$ cat src/rtl/core/hsvsc_pkg.sv
// Shared types, widths, register codes and reset values for the HSV shadow classifier.
// Used by hsvsc_band_check and hsv_shadow_pixel_classifier; depends on nothing.
`default_nettype none

package hsvsc_pkg;

	// Default fixed-point formats
	localparam int RATIO_FRAC_BITS_DEF  = 8;
	localparam int MARGIN_FRAC_BITS_DEF = 12;

	// Field and register widths
	localparam int CH_W          = 8;
	localparam int RATIO_LIMIT_W = 16;
	localparam int DIFF_LIMIT_W  = 8;
	localparam int MARGIN_W      = 13;
	localparam int CFG_DATA_W    = 16;
	localparam int CFG_INDEX_W   = 3;

	// Register indexes on the write port
	localparam logic [CFG_INDEX_W-1:0] REG_RATIO_LOW     = 3'd0;
	localparam logic [CFG_INDEX_W-1:0] REG_RATIO_HIGH    = 3'd1;
	localparam logic [CFG_INDEX_W-1:0] REG_SAT_LIMIT     = 3'd2;
	localparam logic [CFG_INDEX_W-1:0] REG_HUE_LIMIT     = 3'd3;
	localparam logic [CFG_INDEX_W-1:0] REG_CHANGE_MARGIN = 3'd4;

	// Reset values
	localparam logic [RATIO_LIMIT_W-1:0] RATIO_LOW_RST     = 16'd0;
	localparam logic [RATIO_LIMIT_W-1:0] RATIO_HIGH_RST    = 16'd256;
	localparam logic [DIFF_LIMIT_W-1:0]  SAT_LIMIT_RST     = 8'd50;
	localparam logic [DIFF_LIMIT_W-1:0]  HUE_LIMIT_RST     = 8'd50;
	localparam logic [MARGIN_W-1:0]      CHANGE_MARGIN_RST = 13'd205;

	typedef struct packed {
		logic            foreground_bit;
		logic [CH_W-1:0] pixel_hue;
		logic [CH_W-1:0] pixel_saturation;
		logic [CH_W-1:0] pixel_value;
		logic [CH_W-1:0] back_hue;
		logic [CH_W-1:0] back_saturation;
		logic [CH_W-1:0] back_value;
	} pixel_t;

	typedef struct packed {
		logic shadow_flag;
		logic changed_flag;
	} result_t;

	// A zero channel enters a ratio as one
	function automatic logic [CH_W-1:0] nz(input logic [CH_W-1:0] x);
		return (x == '0) ? CH_W'(1) : x;
	endfunction

	function automatic logic [CH_W-1:0] absdiff(input logic [CH_W-1:0] a,
	                                             input logic [CH_W-1:0] b);
		return (a >= b) ? (a - b) : (b - a);
	endfunction

endpackage

`default_nettype wire

$ cat src/rtl/core/hsvsc_band_check.sv
// Tests whether num/den lies strictly outside [1-m, 1+m] by cross-multiplication.
// One register stage holds the products; depends on hsvsc_pkg.
`default_nettype none

module hsvsc_band_check #(
	parameter int MARGIN_FRAC_BITS = hsvsc_pkg::MARGIN_FRAC_BITS_DEF
) (
	input  wire logic                           clk,
	input  wire logic [hsvsc_pkg::CH_W-1:0]     num,
	input  wire logic [hsvsc_pkg::CH_W-1:0]     den,
	input  wire logic [hsvsc_pkg::MARGIN_W-1:0] margin,
	output logic                                outside
);

	localparam int ONE_W  = MARGIN_FRAC_BITS + 1;
	localparam int FACT_W = ((ONE_W > hsvsc_pkg::MARGIN_W) ? ONE_W : hsvsc_pkg::MARGIN_W) + 1;
	localparam int PROD_W = hsvsc_pkg::CH_W + FACT_W;

	logic [FACT_W-1:0] one_f;
	logic [FACT_W-1:0] margin_f;
	logic [FACT_W-1:0] hi_fact;
	logic [FACT_W-1:0] lo_fact;

	logic [PROD_W-1:0] num_s2;
	logic [PROD_W-1:0] hi_s2;
	logic [PROD_W-1:0] lo_s2;

	always_comb begin
		one_f    = FACT_W'(1) << MARGIN_FRAC_BITS;
		margin_f = FACT_W'(margin);
		hi_fact  = one_f + margin_f;
		// margin of one or more: lower bound at or below zero, nothing falls under it
		lo_fact  = (margin_f >= one_f) ? '0 : (one_f - margin_f);
	end

	always_ff @(posedge clk) begin
		num_s2 <= PROD_W'(num) << MARGIN_FRAC_BITS;
		hi_s2  <= PROD_W'(den) * PROD_W'(hi_fact);
		lo_s2  <= PROD_W'(den) * PROD_W'(lo_fact);
	end

	assign outside = (num_s2 > hi_s2) || (num_s2 < lo_s2);

endmodule

`default_nettype wire

$ cat src/rtl/core/hsv_shadow_pixel_classifier.sv
// Per-pixel HSV shadow and change classifier, top level.
// Depends on hsvsc_pkg and hsvsc_band_check.
// An accepted transaction passes the stage-1, stage-2 and result registers, then
// shows its result with strobe high. Throughput: one pixel per clock, busy is
// held low, and the result path cannot be stalled.
// Reset (arst_n low, asynchronous) clears the pipeline valid bits and loads the
// configuration registers with their defaults.
`default_nettype none

module hsv_shadow_pixel_classifier #(
	parameter int RATIO_FRAC_BITS  = hsvsc_pkg::RATIO_FRAC_BITS_DEF,
	parameter int MARGIN_FRAC_BITS = hsvsc_pkg::MARGIN_FRAC_BITS_DEF
) (
	input  wire logic                              clk,
	input  wire logic                              arst_n,
	// pixel transaction in
	input  wire logic                              start,
	output logic                                   busy,
	input  wire hsvsc_pkg::pixel_t                 pixel,
	// configuration write port
	input  wire logic                              write_enable,
	input  wire logic [hsvsc_pkg::CFG_INDEX_W-1:0] register_index,
	input  wire logic [hsvsc_pkg::CFG_DATA_W-1:0]  write_data,
	// result transaction out
	output logic                                   strobe,
	output hsvsc_pkg::result_t                     result
);

	// Width for the value-ratio cross products: limit * background value
	// against current value shifted up by the fraction bits.
	localparam int LIM_PROD_W = hsvsc_pkg::RATIO_LIMIT_W + hsvsc_pkg::CH_W;
	localparam int SCALED_W   = hsvsc_pkg::CH_W + RATIO_FRAC_BITS;
	localparam int RPROD_W    = (LIM_PROD_W > SCALED_W) ? LIM_PROD_W : SCALED_W;

	// ---------------------------------------------------------------
	// Configuration registers
	// ---------------------------------------------------------------
	logic [hsvsc_pkg::RATIO_LIMIT_W-1:0] ratio_low_q;
	logic [hsvsc_pkg::RATIO_LIMIT_W-1:0] ratio_high_q;
	logic [hsvsc_pkg::DIFF_LIMIT_W-1:0]  sat_limit_q;
	logic [hsvsc_pkg::DIFF_LIMIT_W-1:0]  hue_limit_q;
	logic [hsvsc_pkg::MARGIN_W-1:0]      change_margin_q;

	always_ff @(posedge clk or negedge arst_n) begin
		if (!arst_n) begin
			ratio_low_q     <= hsvsc_pkg::RATIO_LOW_RST;
			ratio_high_q    <= hsvsc_pkg::RATIO_HIGH_RST;
			sat_limit_q     <= hsvsc_pkg::SAT_LIMIT_RST;
			hue_limit_q     <= hsvsc_pkg::HUE_LIMIT_RST;
			change_margin_q <= hsvsc_pkg::CHANGE_MARGIN_RST;
		end else if (write_enable) begin
			// indexes past the last register fall through and are dropped
			unique case (register_index)
				hsvsc_pkg::REG_RATIO_LOW:     ratio_low_q     <= write_data;
				hsvsc_pkg::REG_RATIO_HIGH:    ratio_high_q    <= write_data;
				hsvsc_pkg::REG_SAT_LIMIT:     sat_limit_q     <= write_data[hsvsc_pkg::DIFF_LIMIT_W-1:0];
				hsvsc_pkg::REG_HUE_LIMIT:     hue_limit_q     <= write_data[hsvsc_pkg::DIFF_LIMIT_W-1:0];
				hsvsc_pkg::REG_CHANGE_MARGIN: change_margin_q <= write_data[hsvsc_pkg::MARGIN_W-1:0];
				default: ;
			endcase
		end
	end

	// ---------------------------------------------------------------
	// Stage 1: input register
	// ---------------------------------------------------------------
	logic              accept;
	logic              valid_s1;
	hsvsc_pkg::pixel_t pixel_s1;

	assign busy   = 1'b0;
	assign accept = start && !busy;

	always_ff @(posedge clk or negedge arst_n) begin
		if (!arst_n) begin
			valid_s1 <= 1'b0;
		end else begin
			valid_s1 <= accept;
		end
	end

	always_ff @(posedge clk) begin
		if (accept) begin
			pixel_s1 <= pixel;
		end
	end

	// ---------------------------------------------------------------
	// Stage 1 -> 2: zero substitution, products, difference tests
	// ---------------------------------------------------------------
	logic [hsvsc_pkg::CH_W-1:0] iv, kv, is_n, ks;

	always_comb begin
		iv   = hsvsc_pkg::nz(pixel_s1.pixel_value);
		kv   = hsvsc_pkg::nz(pixel_s1.back_value);
		is_n = hsvsc_pkg::nz(pixel_s1.pixel_saturation);
		ks   = hsvsc_pkg::nz(pixel_s1.back_saturation);
	end

	logic               valid_s2;
	logic               fg_s2;
	logic               sat_ok_s2;
	logic               hue_ok_s2;
	logic [RPROD_W-1:0] scaled_s2;
	logic [RPROD_W-1:0] low_prod_s2;
	logic [RPROD_W-1:0] high_prod_s2;

	always_ff @(posedge clk or negedge arst_n) begin
		if (!arst_n) begin
			valid_s2 <= 1'b0;
		end else begin
			valid_s2 <= valid_s1;
		end
	end

	always_ff @(posedge clk) begin
		fg_s2        <= pixel_s1.foreground_bit;
		// saturation difference uses the raw channels, hue has no wrap
		sat_ok_s2    <= hsvsc_pkg::absdiff(pixel_s1.pixel_saturation,
		                                   pixel_s1.back_saturation) <= sat_limit_q;
		hue_ok_s2    <= hsvsc_pkg::absdiff(pixel_s1.pixel_hue,
		                                   pixel_s1.back_hue) <= hue_limit_q;
		scaled_s2    <= RPROD_W'(iv) << RATIO_FRAC_BITS;
		low_prod_s2  <= RPROD_W'(ratio_low_q) * RPROD_W'(kv);
		high_prod_s2 <= RPROD_W'(ratio_high_q) * RPROD_W'(kv);
	end

	// Change test: value and saturation ratios against the margin band.
	// Each check holds its products in its own stage-2 register.
	logic value_out;
	logic sat_out;

	hsvsc_band_check #(
		.MARGIN_FRAC_BITS(MARGIN_FRAC_BITS)
	) u_value_band (
		.clk    (clk),
		.num    (iv),
		.den    (kv),
		.margin (change_margin_q),
		.outside(value_out)
	);

	hsvsc_band_check #(
		.MARGIN_FRAC_BITS(MARGIN_FRAC_BITS)
	) u_sat_band (
		.clk    (clk),
		.num    (is_n),
		.den    (ks),
		.margin (change_margin_q),
		.outside(sat_out)
	);

	// ---------------------------------------------------------------
	// Stage 2 -> 3: compares and result register
	// ---------------------------------------------------------------
	logic               in_ratio;
	logic               strobe_q;
	hsvsc_pkg::result_t result_q;

	// both bounds inclusive; low above high lets nothing through
	assign in_ratio = (low_prod_s2 <= scaled_s2) && (scaled_s2 <= high_prod_s2);

	always_ff @(posedge clk or negedge arst_n) begin
		if (!arst_n) begin
			strobe_q <= 1'b0;
		end else begin
			strobe_q <= valid_s2;
		end
	end

	always_ff @(posedge clk) begin
		result_q.shadow_flag  <= fg_s2 && in_ratio && sat_ok_s2 && hue_ok_s2;
		result_q.changed_flag <= value_out && sat_out;
	end

	assign strobe = strobe_q;
	assign result = result_q;

endmodule

`default_nettype wire
$ cat config.mk
export PLATFORM = sky130hd
export DESIGN_NAME = hsv_shadow_pixel_classifier
export DESIGN_NICKNAME = d
export VERILOG_FILES = /design/src/rtl/core/hsvsc_pkg.sv /design/src/rtl/core/hsvsc_band_check.sv /design/src/rtl/core/hsv_shadow_pixel_classifier.sv
export SDC_FILE = /design/constraint.sdc
export NUM_CORES = 2
export LEC_CHECK = 0
export ABC_AREA = 0
export CORE_ASPECT_RATIO = 0.6
export CORE_UTILIZATION = 45
export CTS_CLUSTER_SIZE = 16
export DETAILED_ROUTE_END_ITERATION = 10
export DONT_BUFFER_PORTS = 1
export PLACE_DENSITY = 0.65
export SLEW_MARGIN = 20
export SYNTH_ARGS = -nofsm -noshare
export SYNTH_HDL_FRONTEND = slang
export SYNTH_SLANG_ARGS = --single-unit
$ cat constraint.sdc
create_clock -name clk -period 7.6 [get_ports clk]
set_input_delay 0.38 -clock clk [delete_from_list [all_inputs] [get_ports clk]]
set_output_delay 0.38 -clock clk [all_outputs]
set_load 0.005 [all_outputs]
---- Word-level counts from Yosys, hierarchy flattened ----
Cells that the tools add are included.
word-level totals
  word-level logic and storage cells ...... 77
  flip-flop bits (word level) ............. 270
  output and inout port bits .............. 4
  bits of input ports ..................... 72
operators by class
  magnitude comparators ................... 11
  eq/ne operators ......................... 4
  $mul .................................... 6
  reduce and logical (&&, ||, !) cells .... 17
  $add $sub $neg .......................... 6
  muxes and demuxes ....................... 5
operators with widths
  cell                    count
  $mul 8x14->22           4
  $mul 16x8->24           2
  $gt 20x22->1            2
  $lt 20x22->1            2
  $logic_not 8->1         4
  $mux 8                  4
  $sub 8x8->8             4
  $le 16x24->1            1
  $le 24x16->1            1
  $ge 8x8->1              2
  $le 8x8->1              2
  $add 13x13->14 const A  1
  $mux 14                 1
  $sub 13x13->14 const A  1
  $ge 13x13->1 const B    1
  $reduce_and 2->1        5
  $eq 3x2->1 const B      2
  $logic_and 1x1->1       5
  $eq 3x1->1 const B      1
  $eq 3x3->1 const B      1
  $logic_not 3->1         1
  $logic_or 1x1->1        2

---- Longest topological paths before layout ----
  depth in word-level cells ............... 5
  mapped depth ............................ 25
  mapped depth without buffers ............ 23

---- Cells and area by module ----
From an unflattened synthesis, not the netlist that was laid out.
unflattened totals
  cells, all modules ...................... 3540
  area total of the unflattened synthesis .. 33395.8 µm²
by module, submodules not included
  module                            area each (µm²)  times used  cells an instance  seq. area each (µm²)
  hsv_shadow_pixel_classifier       15672.5          1           1540               4309.1
  hsvsc_band_check at u_sat_band    9048.7           1           1023               1041.0
  hsvsc_band_check at u_value_band  8674.6           1           977                1041.0

---- Worst setup path before layout ----
Ideal clock, no wire load.
  kind .................................... register to register
  from .................................... register change_margin_q[0] (netlist name)
  to ...................................... register u_value_band.lo_s2[19]
  buffers on the path ..................... 2
  library setup time ...................... 0.119 ns
  stages on the path, launching flop included .. 24
  arrival ................................. 5.858 ns
  data required time ...................... 7.481 ns
  clock period less this slack ............ 5.977 ns
  path slack .............................. 1.623 ns
  cell sequence ........................... dfstp_2 clkbuf_1 inv_1 clkbuf_1 ha_1 nand2b_1 nor4_1 xor2_1 nor2_1 and2_1 fa_1 fa_1 fa_1 inv_1 fa_1 inv_1 ha_1 o21ai_0 nand2b_1 a21oi_1 a21oi_1 a221oi_1 o21ai_0 o221a_2
between the ends
  word-level cells in the longest chain between the ends .. 3
  elaborated cells on any way between the ends .. 4
  classes of those cells .................. add/sub: 1; mul: 1; order compare: 1; mux: 1
RTL lines
  what                                                   RTL line                           text
  from (decl)                                            hsv_shadow_pixel_classifier.sv:42  logic [hsvsc_pkg::MARGIN_W-1:0] change_margin_q;
  from (signal assigned)                                 hsv_shadow_pixel_classifier.sv:50  change_margin_q <= hsvsc_pkg::CHANGE_MARGIN_RST;
  from (signal assigned)                                 hsv_shadow_pixel_classifier.sv:58  hsvsc_pkg::REG_CHANGE_MARGIN: change_margin_q <= write_data[hsvsc_pkg::MARGIN_W-1:0];
  $sub 13x13->14 / $ge 13x13->1 (equally long branches)  hsvsc_band_check.sv:33             lo_fact = (margin_f >= one_f) ? '0 : (one_f - margin_f);
  $mux 14 *                                              hsvsc_band_check.sv:33
  $mul 8x14->22 *                                        hsvsc_band_check.sv:39             lo_s2 <= PROD_W'(den) * PROD_W'(lo_fact);
  to (signal assigned)                                   hsvsc_band_check.sv:39
  to (decl)                                              hsvsc_band_check.sv:26             logic [PROD_W-1:0] lo_s2;
Every way passes the cells marked *; elsewhere a longest branch is shown, timed or not.
A chain may end at the register's enable or synchronous reset.

---- Worst setup path in the final report ----
  from .................................... register change_margin_q[1] (netlist name)
  to ...................................... register u_sat_band.lo_s2[21]
between the ends
  word-level cells in the longest chain between the ends .. 3
  elaborated cells on any way between the ends .. 4
  classes of those cells .................. add/sub: 1; mul: 1; order compare: 1; mux: 1
RTL lines
  what                                                   RTL line
  $sub 13x13->14 / $ge 13x13->1 (equally long branches)  hsvsc_band_check.sv:33
  $mux 14 *                                              hsvsc_band_check.sv:33
  $mul 8x14->22 *                                        hsvsc_band_check.sv:39
  to (signal assigned)                                   hsvsc_band_check.sv:39
  to (decl)                                              hsvsc_band_check.sv:26
Marked as above.

==> flow_summary.json <==
{
  "status": "finished, final reports clean",
  "io-pin-count": 76,
  "nNetsFinal": 4380,
  "layout_common_cells": "654 x inv_1, 460 x fa_1, 348 x ha_1, 341 x and2_1, 290 x nand2_1",
  "yosysSeqAreaShare_pct": 19.2,
  "synth_fa_ha_area_share_pct": 41.8,
  "synth_top_family_by_area": "adder cells",
  "finalCritPeriodShare_pct": 89.8,
  "nFillCells": 6626,
  "yosysUniqueCellTypes": 79,
  "wl_mm": 80.1,
  "crit_top_cell": "fa_1",
  "min_to": "sat_limit_q[5]$_DFFE_PN1P_",
  "grt-ovfl-total": 0,
  "antenna_found_initial": 12,
  "path_class": "reg -> reg",
  "synth_xor_area_share_pct": 3.16,
  "dp_hpwl_mm": 61.3,
  "route.detailed.drc": 0,
  "grt_pass1_vias": 23500,
  "grt_setup_unrepaired": "no",
  "cts.path.max_buffers": 3,
  "rows": 75,
  "maxSlewViolCount": 0,
  "synth_compound_area_share_pct": 7.84,
  "antenna_left": 0,
  "syn_area_per_cell_um2": 9.36,
  "r2r-end": "u_sat_band.lo_s2[21]$_DFF_P_",
  "fin_skew_ps": 50.1,
  "synth_edf_count": 49,
  "path_clk_slew_ps": 70,
  "gp_congestion": 0.887,
  "muxShareOfSynthArea_pct": 2.22,
  "whs_path_depth": 3,
  "final_common_cell": "inv_1",
  "worst-r2r-cell-count": 21,
  "netlist_area_mm2": 0.0324,
  "clk_latency_ps": 660,
  "via_per_inst": 5.17,
  "min_from": "register_index[0]",
  "core_region_area_mm2": 0.0706,
  "die_h_um": 210,
  "ys_ff_latch": 270,
  "hold_violations": 0,
  "synthSimpleGateAreaFrac_pct": 16.6,
  "htreeDepth": 1,
  "dpl.cell_count": 4361,
  "root_buffer": "clkbuf_16",
  "ys.flop_type": "dfxtp_1",
  "path_cells": "clkinv_1 -> ha_1 -> nand2b_1 -> nor2_1 -> xor2_1 -> buf_4 -> nor2_1 -> nand2_1 -> fa_1 -> fa_1 -> inv_1 -> fa_1 -> inv_1 -> fa_1 -> inv_1 -> ha_1 -> a21boi_0 -> o221ai_1 -> o31ai_1 -> a211oi_1 -> xnor2_1",
  "reg2reg_slack_ps": 770,
  "path_buf_inv": 5,
  "cp-start-kind": "register",
  "drv_cap": 0,
  "syn_inst": 3468,
  "cts.sinks": 270,
  "crit_arrival_ps": 7330,
  "post_drt_wl_per_cell_um": 17.8,
  "critPathMaxFanout": 12,
  "cts_tree": "done",
  "crit_required_ps": 8110,
  "slew_headroom_pct": 39.4,
  "period_minus_slack_ps": 6830,
  "fmax_ghz": 0.146,
  "die_w_um": 349,
  "finalNonFillerCells": 4490,
  "vias": 23200,
  "crit_cells": 21,
  "port_buffers": 0,
  "first_pass_iters": 5,
  "hold_class": "in -> reg",
  "r2r_start": "change_margin_q[1]$_DFFE_PN0P_",
  "max_stage_delay_ps": 620,
  "grt_pass1_wl_mm": 131,
  "critPathCaptureType": "register",
  "dp_worst_setup_slack_ps": 627,
  "utilization_pct": 50.0,
  "crit_family": "adder cells",
  "ys_warn_count": 0,
  "drive_gt1_share_pct": 5.39,
  "cts_made_buffers": 30,
  "finalSetupTns_ps": 0,
  "grt_start_max_net_pins": 68,
  "die_area_mm2": 0.0732,
  "finalSetupViolCount": 0,
  "critPathSlowestCell": "dfrtp_1",
  "async_flop_share_pct": 23.7,
  "worstMarginPinSlew_ps": 906,
  "fin_ws_ps": 774,
  "drt_iter0_drc": 1727,
  "post_cts_buffers": 0,
  "syn2layout_area_growth_pct": 8.79,
  "grt_usage_pct": 22.7,
  "start_util_pct": 46.0
}
==> worst reg2reg max path: stages, from the launching register on <==
cell	delay, ps
dfrtp_1	620
clkinv_1	380
ha_1	320
nand2b_1	140
nor2_1	70
xor2_1	170
buf_4	190
nor2_1	480
nand2_1	170
fa_1	510
fa_1	550
inv_1	50
fa_1	470
inv_1	50
fa_1	470
inv_1	40
ha_1	320
a21boi_0	390
o221ai_1	340
o31ai_1	600
a211oi_1	180
xnor2_1	170
==> synthesized netlist by cell type, types with 10 or more instances <==
| cell type | n | area (um^2) |
|---|---|---|
| nor3_1 | 112 | 561 |
| nor4b_1 | 11 | 96.3 |
| inv_1 | 654 | 2450 |
| a31oi_1 | 10 | 62.6 |
| o21a_1 | 26 | 195 |
| nand2_1 | 290 | 1090 |
| o21bai_1 | 13 | 97.6 |
| xor2_1 | 33 | 289 |
| edfxtp_1 | 49 | 1470 |
| dfxtp_1 | 157 | 3140 |
| o21ai_0 | 90 | 450 |
| nand3_1 | 22 | 110 |
| dfrtp_1 | 52 | 1300 |
| dfstp_2 | 12 | 315 |
| nor2_1 | 112 | 420 |
| and2_1 | 341 | 2130 |
| nor2b_1 | 32 | 200 |
| clkbuf_1 | 116 | 435 |
| xnor2_1 | 76 | 666 |
| mux2_2 | 57 | 642 |
| nor4_1 | 19 | 119 |
| nand2b_1 | 30 | 188 |
| o211ai_1 | 14 | 105 |
| ha_1 | 348 | 4350 |
| nand4_1 | 18 | 113 |
| fa_1 | 460 | 9210 |
| a211oi_1 | 15 | 113 |
| a21oi_1 | 109 | 546 |
| a21o_1 | 60 | 450 |
==> final cells by class <==
| type | count | area [um^2] | area share [%] |
|---|---|---|---|
| Timing Repair Buffer | 108 | 1020 | 2.89 |
| Sequential cell | 270 | 6230 | 17.7 |
| Inverter | 655 | 2460 | 6.96 |
| Antenna cell | 4 | 10.0 | 0.0284 |
| Multi-Input combinational cell | 2435 | 23400 | 66.2 |
| Clock buffer | 36 | 815 | 2.31 |
| Clock inverter | 20 | 206 | 0.585 |
| Tap cell | 962 | 1200 | 3.41 |
==> per-layer routing <==
metal  vias to the layer above  global-route usage [%]  routed length, um
li1                      11100                       -                  -
met1                     11300                    35.9              40600
met2                       764                    30.8              30500
met3                        88                    6.08               7590
met4                         8                    3.66               1380
met5                         -                       0                 51
==> logic make-up (layout without fill, tap and decap cells) <==
kind of cell	count (synthesis)	count (layout)
muxes	65	65
buffers and inverters	781	819
adders and majority gates	808	808
other	2	24
AOI/OAI and AO/OA	397	397
xor gates and xnor gates	112	112
and+or+nand+nor	1033	1033
DFF	270	270
==> how the worst max path moves through the flow <==
stage | endpoint | start
floorplan | u_value_band.lo_s2[19]$_DFF_P_ | change_margin_q[0]$_DFFE_PN1P_
finish | u_sat_band.lo_s2[21]$_DFF_P_ | change_margin_q[1]$_DFFE_PN0P_
global route | u_value_band.lo_s2[19]$_DFF_P_ | change_margin_q[0]$_DFFE_PN1P_
CTS | u_value_band.lo_s2[19]$_DFF_P_ | change_margin_q[1]$_DFFE_PN0P_
global placement | u_value_band.lo_s2[19]$_DFF_P_ | change_margin_q[0]$_DFFE_PN1P_
detailed placement | u_value_band.lo_s2[19]$_DFF_P_ | change_margin_q[1]$_DFFE_PN0P_
==> repair_timing <==
item,in CTS,in global routing
hold endpoints to repair,224,0
resized for setup,0,1
endpoints found under the setup margin,0,1
hold buffers,69,0
==> per-stage QoR <==
stage	hold WS, ps	cell area (um^2)
6_report	89.9	35300
5_1_grt	132	35300
4_1_cts	67.8	35300
3_5_place_dp	86.1	33500
3_3_place_gp	86.1	33500
2_1_floorplan	84.4	32500
==> sequential cells by signal, indices dropped and copies added, names as in the netlist, 16 cells and up <==
signal and count:
high_prod_s2 24, low_prod_s2 24, pixel_s1 49, ratio_high_q 16, ratio_low_q 16, u_sat_band.hi_s2 22
u_sat_band.lo_s2 22, u_value_band.hi_s2 22, u_value_band.lo_s2 22
Power is left out: the tool's default activity adds up to more than one toggle a clock period on the data nets, which glitch-free logic cannot reach.
